<file path="src/rtl/awcr_pkg.sv">
`default_nettype none

package awcr_pkg;

    typedef enum logic [1:0] {
        ST_IDLE,
        ST_SCAN,
        ST_FINISH
    } awcr_state_t;

    localparam logic OP_ACCESS = 1'b0;
    localparam logic OP_CLEAR  = 1'b1;

    // controller to datapath
    typedef struct packed {
        logic start;   // latch request, reset scan trackers
        logic step;    // advance the entry scan
        logic commit;  // apply replacement or clear, load result registers
    } awcr_cmd_t;

    // datapath to controller
    typedef struct packed {
        logic is_clear;   // latched request is a clear
        logic scan_done;  // every entry read and processed
    } awcr_status_t;

endpackage

`default_nettype wire

</file>
<file path="src/rtl/awcr_ctrl.sv">
`default_nettype none

module awcr_ctrl
    import awcr_pkg::*;
(
    input  wire logic         clk,
    input  wire logic         rst_n,
    input  wire logic         in_valid,
    output logic              in_ready,
    output logic              out_valid,
    input  wire logic         out_ready,
    input  wire awcr_status_t status,
    output awcr_cmd_t         cmd
);

    awcr_state_t state_reg;
    awcr_state_t state_next;
    logic        out_valid_reg;
    logic        out_valid_next;

    always_ff @(posedge clk or negedge rst_n)
    begin
        if (!rst_n)
        begin
            state_reg     <= ST_IDLE;
            out_valid_reg <= 1'b0;
        end
        else
        begin
            state_reg     <= state_next;
            out_valid_reg <= out_valid_next;
        end
    end

    always_comb
    begin
        state_next     = state_reg;
        cmd            = '0;
        in_ready       = 1'b0;
        out_valid_next = out_valid_reg && !out_ready;
        unique case (state_reg)
            ST_IDLE:
            begin
                in_ready = 1'b1;
                if (in_valid)
                begin
                    cmd.start  = 1'b1;
                    state_next = ST_SCAN;
                end
            end
            ST_SCAN:
            begin
                cmd.step = 1'b1;
                if (status.is_clear || status.scan_done)
                begin
                    state_next = ST_FINISH;
                end
            end
            ST_FINISH:
            begin
                // wait for the result register to free up
                if (!out_valid_reg || out_ready)
                begin
                    cmd.commit     = 1'b1;
                    out_valid_next = 1'b1;
                    state_next     = ST_IDLE;
                end
            end
            default:
            begin
                state_next = ST_IDLE;
            end
        endcase
    end

    assign out_valid = out_valid_reg;

endmodule

`default_nettype wire

</file>
<file path="src/rtl/awcr_datapath.sv">
`default_nettype none

module awcr_datapath
    import awcr_pkg::*;
#(
    parameter int ENTRIES     = 8,
    parameter int KEY_BITS    = 32,
    parameter int WEIGHT_BITS = 16
)
(
    input  wire logic         clk,
    input  wire logic         rst_n,
    input  wire logic         opcode,
    input  wire logic [31:0]  lookup_key,
    input  wire awcr_cmd_t    cmd,
    output awcr_status_t      status,
    output logic              hit,
    output logic [2:0]        slot,
    output logic              evicted,
    output logic [31:0]       evicted_key
);

    localparam int IDX_W = (ENTRIES > 1) ? $clog2(ENTRIES) : 1;
    localparam int CNT_W = $clog2(ENTRIES + 1);
    localparam logic signed [WEIGHT_BITS-1:0] W_MAX = {1'b0, {(WEIGHT_BITS-1){1'b1}}};
    localparam logic signed [WEIGHT_BITS-1:0] W_MIN = {1'b1, {(WEIGHT_BITS-1){1'b0}}};
    localparam logic signed [WEIGHT_BITS-1:0] W_ONE = WEIGHT_BITS'(1);

    logic [KEY_BITS-1:0]           key_mem [ENTRIES];
    logic signed [WEIGHT_BITS-1:0] weight_mem [ENTRIES];
    logic [ENTRIES-1:0]            valid_reg;

    logic                          op_reg;
    logic [KEY_BITS-1:0]           key_reg;
    logic [CNT_W-1:0]              rd_cnt_reg;
    logic                          proc_vld_reg;
    logic [IDX_W-1:0]              proc_idx_reg;
    logic [KEY_BITS-1:0]           key_rd_reg;
    logic signed [WEIGHT_BITS-1:0] weight_rd_reg;

    logic                          match_found_reg;
    logic [IDX_W-1:0]              match_idx_reg;
    logic                          empty_found_reg;
    logic [IDX_W-1:0]              empty_idx_reg;
    logic                          min_found_reg;
    logic [IDX_W-1:0]              min_idx_reg;
    logic signed [WEIGHT_BITS-1:0] min_w_reg;
    logic [KEY_BITS-1:0]           min_key_reg;

    logic                          hit_reg;
    logic [2:0]                    slot_reg;
    logic                          evicted_reg;
    logic [31:0]                   evicted_key_reg;

    logic                          rd_issue;
    logic [IDX_W-1:0]              rd_addr;
    logic                          proc_en;
    logic                          ent_valid;
    logic                          ent_match;
    logic signed [WEIGHT_BITS-1:0] new_w;
    logic [IDX_W-1:0]              victim;
    logic                          do_fill;
    logic                          w_we;
    logic [IDX_W-1:0]              w_addr;
    logic signed [WEIGHT_BITS-1:0] w_data;
    logic [IDX_W+2:0]              slot_wide;

    assign rd_issue  = cmd.step && (rd_cnt_reg < CNT_W'(ENTRIES));
    assign rd_addr   = rd_cnt_reg[IDX_W-1:0];
    assign proc_en   = proc_vld_reg && (op_reg == OP_ACCESS);
    assign ent_valid = valid_reg[proc_idx_reg];
    assign ent_match = (key_rd_reg == key_reg);

    always_comb
    begin
        if (ent_match)
        begin
            new_w = (weight_rd_reg == W_MAX) ? W_MAX : weight_rd_reg + W_ONE;
        end
        else
        begin
            new_w = (weight_rd_reg == W_MIN) ? W_MIN : weight_rd_reg - W_ONE;
        end
    end

    // empty slot first, else the first lowest weight
    assign victim  = empty_found_reg ? empty_idx_reg : min_idx_reg;
    assign do_fill = cmd.commit && (op_reg == OP_ACCESS) && !match_found_reg;

    always_comb
    begin
        w_we   = 1'b0;
        w_addr = proc_idx_reg;
        w_data = new_w;
        if (do_fill)
        begin
            w_we   = 1'b1;
            w_addr = victim;
            w_data = W_ONE;
        end
        else if (proc_en && ent_valid)
        begin
            w_we = 1'b1;
        end
    end

    always_ff @(posedge clk)
    begin
        if (w_we)
        begin
            weight_mem[w_addr] <= w_data;
        end
        if (do_fill)
        begin
            key_mem[victim] <= key_reg;
        end
        key_rd_reg    <= key_mem[rd_addr];
        weight_rd_reg <= weight_mem[rd_addr];
    end

    always_ff @(posedge clk or negedge rst_n)
    begin
        if (!rst_n)
        begin
            valid_reg    <= '0;
            proc_vld_reg <= 1'b0;
            rd_cnt_reg   <= '0;
        end
        else
        begin
            proc_vld_reg <= rd_issue;
            if (cmd.start)
            begin
                rd_cnt_reg <= '0;
            end
            else if (rd_issue)
            begin
                rd_cnt_reg <= rd_cnt_reg + CNT_W'(1);
            end
            if (cmd.commit && (op_reg == OP_CLEAR))
            begin
                valid_reg <= '0;
            end
            else if (do_fill)
            begin
                valid_reg[victim] <= 1'b1;
            end
        end
    end

    always_ff @(posedge clk)
    begin
        proc_idx_reg <= rd_addr;
        if (cmd.start)
        begin
            op_reg          <= opcode;
            key_reg         <= KEY_BITS'(lookup_key);
            match_found_reg <= 1'b0;
            empty_found_reg <= 1'b0;
            min_found_reg   <= 1'b0;
        end
        else if (proc_en)
        begin
            if (ent_valid)
            begin
                if (ent_match && !match_found_reg)
                begin
                    match_found_reg <= 1'b1;
                    match_idx_reg   <= proc_idx_reg;
                end
                if (!min_found_reg || (new_w < min_w_reg))
                begin
                    min_found_reg <= 1'b1;
                    min_idx_reg   <= proc_idx_reg;
                    min_w_reg     <= new_w;
                    min_key_reg   <= key_rd_reg;
                end
            end
            else if (!empty_found_reg)
            begin
                empty_found_reg <= 1'b1;
                empty_idx_reg   <= proc_idx_reg;
            end
        end
    end

    always_comb
    begin
        slot_wide = '0;
        if (op_reg == OP_ACCESS)
        begin
            slot_wide = (IDX_W + 3)'(match_found_reg ? match_idx_reg : victim);
        end
    end

    always_ff @(posedge clk)
    begin
        if (cmd.commit)
        begin
            hit_reg         <= (op_reg == OP_ACCESS) && match_found_reg;
            slot_reg        <= slot_wide[2:0];
            evicted_reg     <= do_fill && !empty_found_reg;
            evicted_key_reg <= (do_fill && !empty_found_reg) ? 32'(min_key_reg) : 32'd0;
        end
    end

    assign status.is_clear  = (op_reg == OP_CLEAR);
    assign status.scan_done = (rd_cnt_reg == CNT_W'(ENTRIES)) && !proc_vld_reg;

    assign hit         = hit_reg;
    assign slot        = slot_reg;
    assign evicted     = evicted_reg;
    assign evicted_key = evicted_key_reg;

endmodule

`default_nettype wire

</file>
<file path="src/rtl/aging_weight_cache_replacer.sv">
// one request at a time: the next request is taken only after the previous result is loaded
//   into the output register; an access scans every entry, a clear marks every entry invalid
// the access scan reads one entry a cycle through the key and weight memories
// reset clears the state machine, the result valid flag and all entry valid bits;
//   key and weight memories are not cleared
`default_nettype none

module aging_weight_cache_replacer
    import awcr_pkg::*;
#(
    parameter int ENTRIES     = 8,
    parameter int KEY_BITS    = 32,
    parameter int WEIGHT_BITS = 16
)
(
    input  wire logic        clk,
    input  wire logic        rst_n,
    input  wire logic        in_valid,
    output logic             in_ready,
    input  wire logic        opcode,
    input  wire logic [31:0] lookup_key,
    output logic             out_valid,
    input  wire logic        out_ready,
    output logic             hit,
    output logic [2:0]       slot,
    output logic             evicted,
    output logic [31:0]      evicted_key
);

    awcr_cmd_t    cmd;
    awcr_status_t status;

    awcr_ctrl u_ctrl (
        .clk       (clk),
        .rst_n     (rst_n),
        .in_valid  (in_valid),
        .in_ready  (in_ready),
        .out_valid (out_valid),
        .out_ready (out_ready),
        .status    (status),
        .cmd       (cmd)
    );

    awcr_datapath #(
        .ENTRIES     (ENTRIES),
        .KEY_BITS    (KEY_BITS),
        .WEIGHT_BITS (WEIGHT_BITS)
    ) u_datapath (
        .clk         (clk),
        .rst_n       (rst_n),
        .opcode      (opcode),
        .lookup_key  (lookup_key),
        .cmd         (cmd),
        .status      (status),
        .hit         (hit),
        .slot        (slot),
        .evicted     (evicted),
        .evicted_key (evicted_key)
    );

endmodule

`default_nettype wire

</file>
<file path="config.mk">
export PLATFORM = sky130hd
export DESIGN_NAME = aging_weight_cache_replacer
export DESIGN_NICKNAME = d
export VERILOG_FILES = /design/src/rtl/awcr_pkg.sv /design/src/rtl/awcr_ctrl.sv /design/src/rtl/awcr_datapath.sv /design/src/rtl/aging_weight_cache_replacer.sv
export SDC_FILE = /design/constraint.sdc
export NUM_CORES = 1
export LEC_CHECK = 0
export BUFFER_PORTS_ARGS = -buffer_cell sky130_fd_sc_hd__buf_2
export CORE_ASPECT_RATIO = 0.75
export CORE_MARGIN = 2
export CORE_UTILIZATION = 39
export CTS_CLUSTER_DIAMETER = 60
export DETAILED_ROUTE_END_ITERATION = 8
export GPL_TIMING_DRIVEN = 0
export SYNTH_ARGS = -nofsm -noshare
export SYNTH_HDL_FRONTEND = slang
export SYNTH_SLANG_ARGS = --single-unit
</file>
<file path="constraint.sdc">
create_clock -name clk -period 5.5 [get_ports clk]
set_clock_uncertainty 0.05 [all_clocks]
set_input_delay 0.275 -clock clk [delete_from_list [all_inputs] [get_ports clk]]
set_output_delay 0.275 -clock clk [all_outputs]
set_load 0.005 [all_outputs]
</file>
==> flow_summary.toml <==
[clocking]
cts_made_buffers = 54
clk_latency_ns = 0.60
cts.path.max_buffers = 3
cts_max_level = 2
clkSinkCount = 581
clk_pin_slew_ns = 0.06
cts_tree = "built"
cts_root_buffer = "clkbuf_16"

[timing]
fmax_mhz = 192
relSlewSlack = 0.202
fin_crit_ns = 5.21
whs_ns = 0.103
finalHoldViolations = 0
fin_ws_ns = 0.286
setup_viol = 0
fin_crit_sh = 0.948
worstMarginPinSlew_ns = 1.19
rsz0062_at_grt = "false"
slew_violations = 0

[worst_setup_path]
cp-start-kind = "flop"
crit_arrival_ns = 5.45
cp_max_fo = 21
cp-end-kind = "flop"
path_class = "flop to flop"
reg2reg_depth = 16
worstPathRequired_ns = 5.74

[placement]
gp_congestion = 0.875
io_buffers = 75
dp_worst_setup_slack_ns = -0.767
dpl.hpwl_um = 32900

[detailed_routing]
first_pass_iters = 5
routed_wirelength_um = 50200
ant_nets = 0
first_iter_violations = 1059
drc = 0
viasPerCell = 5.26
vias = 11561
post_drt_wl_per_cell_um = 22.9

[pwr]
p_clk_frac = 0.294
power_density_nw_per_um2 = 479
intPower_mw = 8.99
power.leakage_nw = 8.77
p_comb_frac = 0.240
swShare = 0.292
switching_power_mw = 3.72
peakVddDrop_uv = 221
p_seq_frac = 0.466

[yosys]
yosysWarnings = 0
synth_edf_count = 511
synthesis.area_um2 = 22400
yosysTopAreaCell = "edfxtp_1"
synth_top_area_share = 0.684
ys_types = 65
ys_seq_elements = 581
async_flop_share = 0.0275
synth.area.top_cells = "edfxtp_1 68%, mux4_2 9.8%, dfxtp_1 4.8%"
synth_nets = 1237
syn_area_per_cell_um2 = 19.0
yosysSeqAreaShare = 0.750
syn_inst = 1180
ys.flop_type = "edfxtp_1"

[die]
fp.dieW_um = 281
die_h_um = 212
coreArea_um2 = 57100
initial_core_util = 0.393
rows = 76
io_pins = 76
die-area_um2 = 59500

[finish]
multi_input_area_um2 = 5440
num_antenna_cells = 0
synthToLayoutAreaGrowth_pct = 18.1
nFillCells = 4791
largest_register_ffs = 256
reg_top3 = "u_datapath.key_mem (256), u_datapath.weight_mem (128)"
ff_latch_area_um2 = 16800
drive_gt1_frac = 0.266
largest-register = "u_datapath.key_mem"
nets = 1429

[global_route]
grt_pass1_wl_um = 74600
overflow = 0
track_usage = 0.171
grt_max_degree = 32
antenna_found_initial = 0
grt_pass1_vias = 11690

[min_path]
hold_class = "input port to asynchronous set/reset pin"

[run_status]
run_status = "finished clean"

[job]
maxCapViolCount = 0
## worst max-delay path, cell delays in order (launching register included)
cell and delay (ns):
edfxtp_1 0.54, xor2_1 0.32, nor4_4 0.47, nand4_1 0.32, nor2_4 0.33, clkbuf_2 0.35
nor2_1 0.19, a21oi_1 0.26, ha_1 0.30, a21o_1 0.19, a21o_1 0.19, a211oi_1 0.27
nand4_1 0.16, a21o_1 0.26, o211ai_4 0.23, buf_12 0.23, buf_12 0.22
## power groups by stage
| stage | sequential (mW) | clock [mW] | combinational, mW |
|---|---|---|---|
| global placement | 6.01 | 0 | 2.90 |
| CTS | 5.92 | 3.81 | 3.08 |
| floorplan | 5.90 | 0 | 2.03 |
| global route | 5.97 | 3.98 | 3.35 |
| detailed placement | 6.01 | 0 | 3.02 |
| finish | 5.92 | 3.73 | 3.05 |
## cell type report
class / instances / area share
plain buffers: 60 / 0.00972
clock buffers: 77 / 0.0573
clock inverters: 23 / 0.00986
inverters: 28 / 0.00396
multi-input cells: 511 / 0.205
flip-flops and latches: 581 / 0.635
well taps: 780 / 0.0368
repair buffers: 136 / 0.0426
## cell usage after synthesis (3+ instances only)
cell type  instances
a211oi_1          12
a21o_1             5
a21oi_1           23
a221oi_1           3
a31oi_1            3
a32o_1             4
and2_1             4
and3_1            37
and4_1             5
buf_1              8
buf_2              8
clkbuf_1          41
dfrtp_1           16
dfxtp_1           54
edfxtp_1         511
ha_1              20
inv_1             28
mux2_2            50
mux2i_1            8
mux4_2            98
nand2_1           30
nand2b_1           6
nand3_1            8
nand4_1           14
nor2_1            36
nor3_1            23
nor3b_1            5
nor4_1            12
o211ai_1           4
o21a_1            11
o21ai_0            7
o311ai_0           4
o31ai_1            5
or3_1              3
xnor2_1            3
xor2_1            33
## placed cells by master (no fill, tap or decap), drive strengths merged, types with 16 or more instances in the layout
| master | instances |
|---|---|
| mux2 | 50 |
| nand2 | 30 |
| and3 | 37 |
| edfxtp | 511 |
| clkbuf | 118 |
| nor2 | 37 |
| nor3 | 23 |
| dfrtp | 16 |
| inv | 31 |
| ha | 20 |
| dfxtp | 54 |
| buf | 119 |
| dlygate4sd3 | 36 |
| mux4 | 98 |
| xor2 | 33 |
| a21oi | 23 |
## final timing paths
path / start / end / slack [ns]
max: u_datapath.key_reg[23] / u_datapath.min_key_reg[29] / 0.29
min: rst_n / u_datapath.valid_reg[2] / 0.10
max reg2reg: u_datapath.key_reg[23] / u_datapath.min_key_reg[29] / 0.29
min reg2reg: u_datapath.rd_cnt_reg[2] / u_datapath.proc_idx_reg[2] / 0.32
max in group asynchronous: rst_n / u_datapath.valid_reg[1] / 5.01
min in group clk: u_datapath.rd_cnt_reg[2] / u_datapath.proc_idx_reg[2] / 0.32
## layer usage
layer  routed length, µm  vias up  track usage
li1                    -     5144            -
met1               24600     6002        0.270
met2               21500      353        0.246
met3                3410       62       0.0330
met4                 695        0       0.0326
met5                   0        -            0
## logic make-up after synthesis
| kind of cell | count (synthesis) | share of synthesized area |
|---|---|---|
| DFF | 581 | 0.750 |
| and+or+nand+nor | 198 | 0.0491 |
| muxes | 156 | 0.127 |
| AOI/OAI and AO/OA | 101 | 0.0331 |
| buffers and inverters | 88 | 0.0160 |
| xor gates and xnor gates | 36 | 0.0140 |
| adders and majority gates | 20 | 0.0111 |
## metrics by stage
step | power (mW) | instance area [µm²] | cells | util | TNS, ns
finish | 12.7 | 26500 | 2196 | 0.464 | 0
global route | 13.3 | 26500 | 2196 | 0.464 | 0
CTS | 12.8 | 26500 | 2196 | 0.463 | 0
detailed placement | 9.03 | 24300 | 2058 | 0.425 | -29.92
global placement | 8.91 | 23800 | 2035 | 0.416 | -125.93
floorplan | 7.93 | 22400 | 1180 | - | 0
## repair_timing
action	4_1_cts	5_1_grt
pin swaps	2	1
hold endpoints to repair	53	0
setup buffers	2	0
gates resized for setup	7	6
hold buffers	36	0
setup endpoints to repair	51	21
Power figures use the tool's default switching activity.
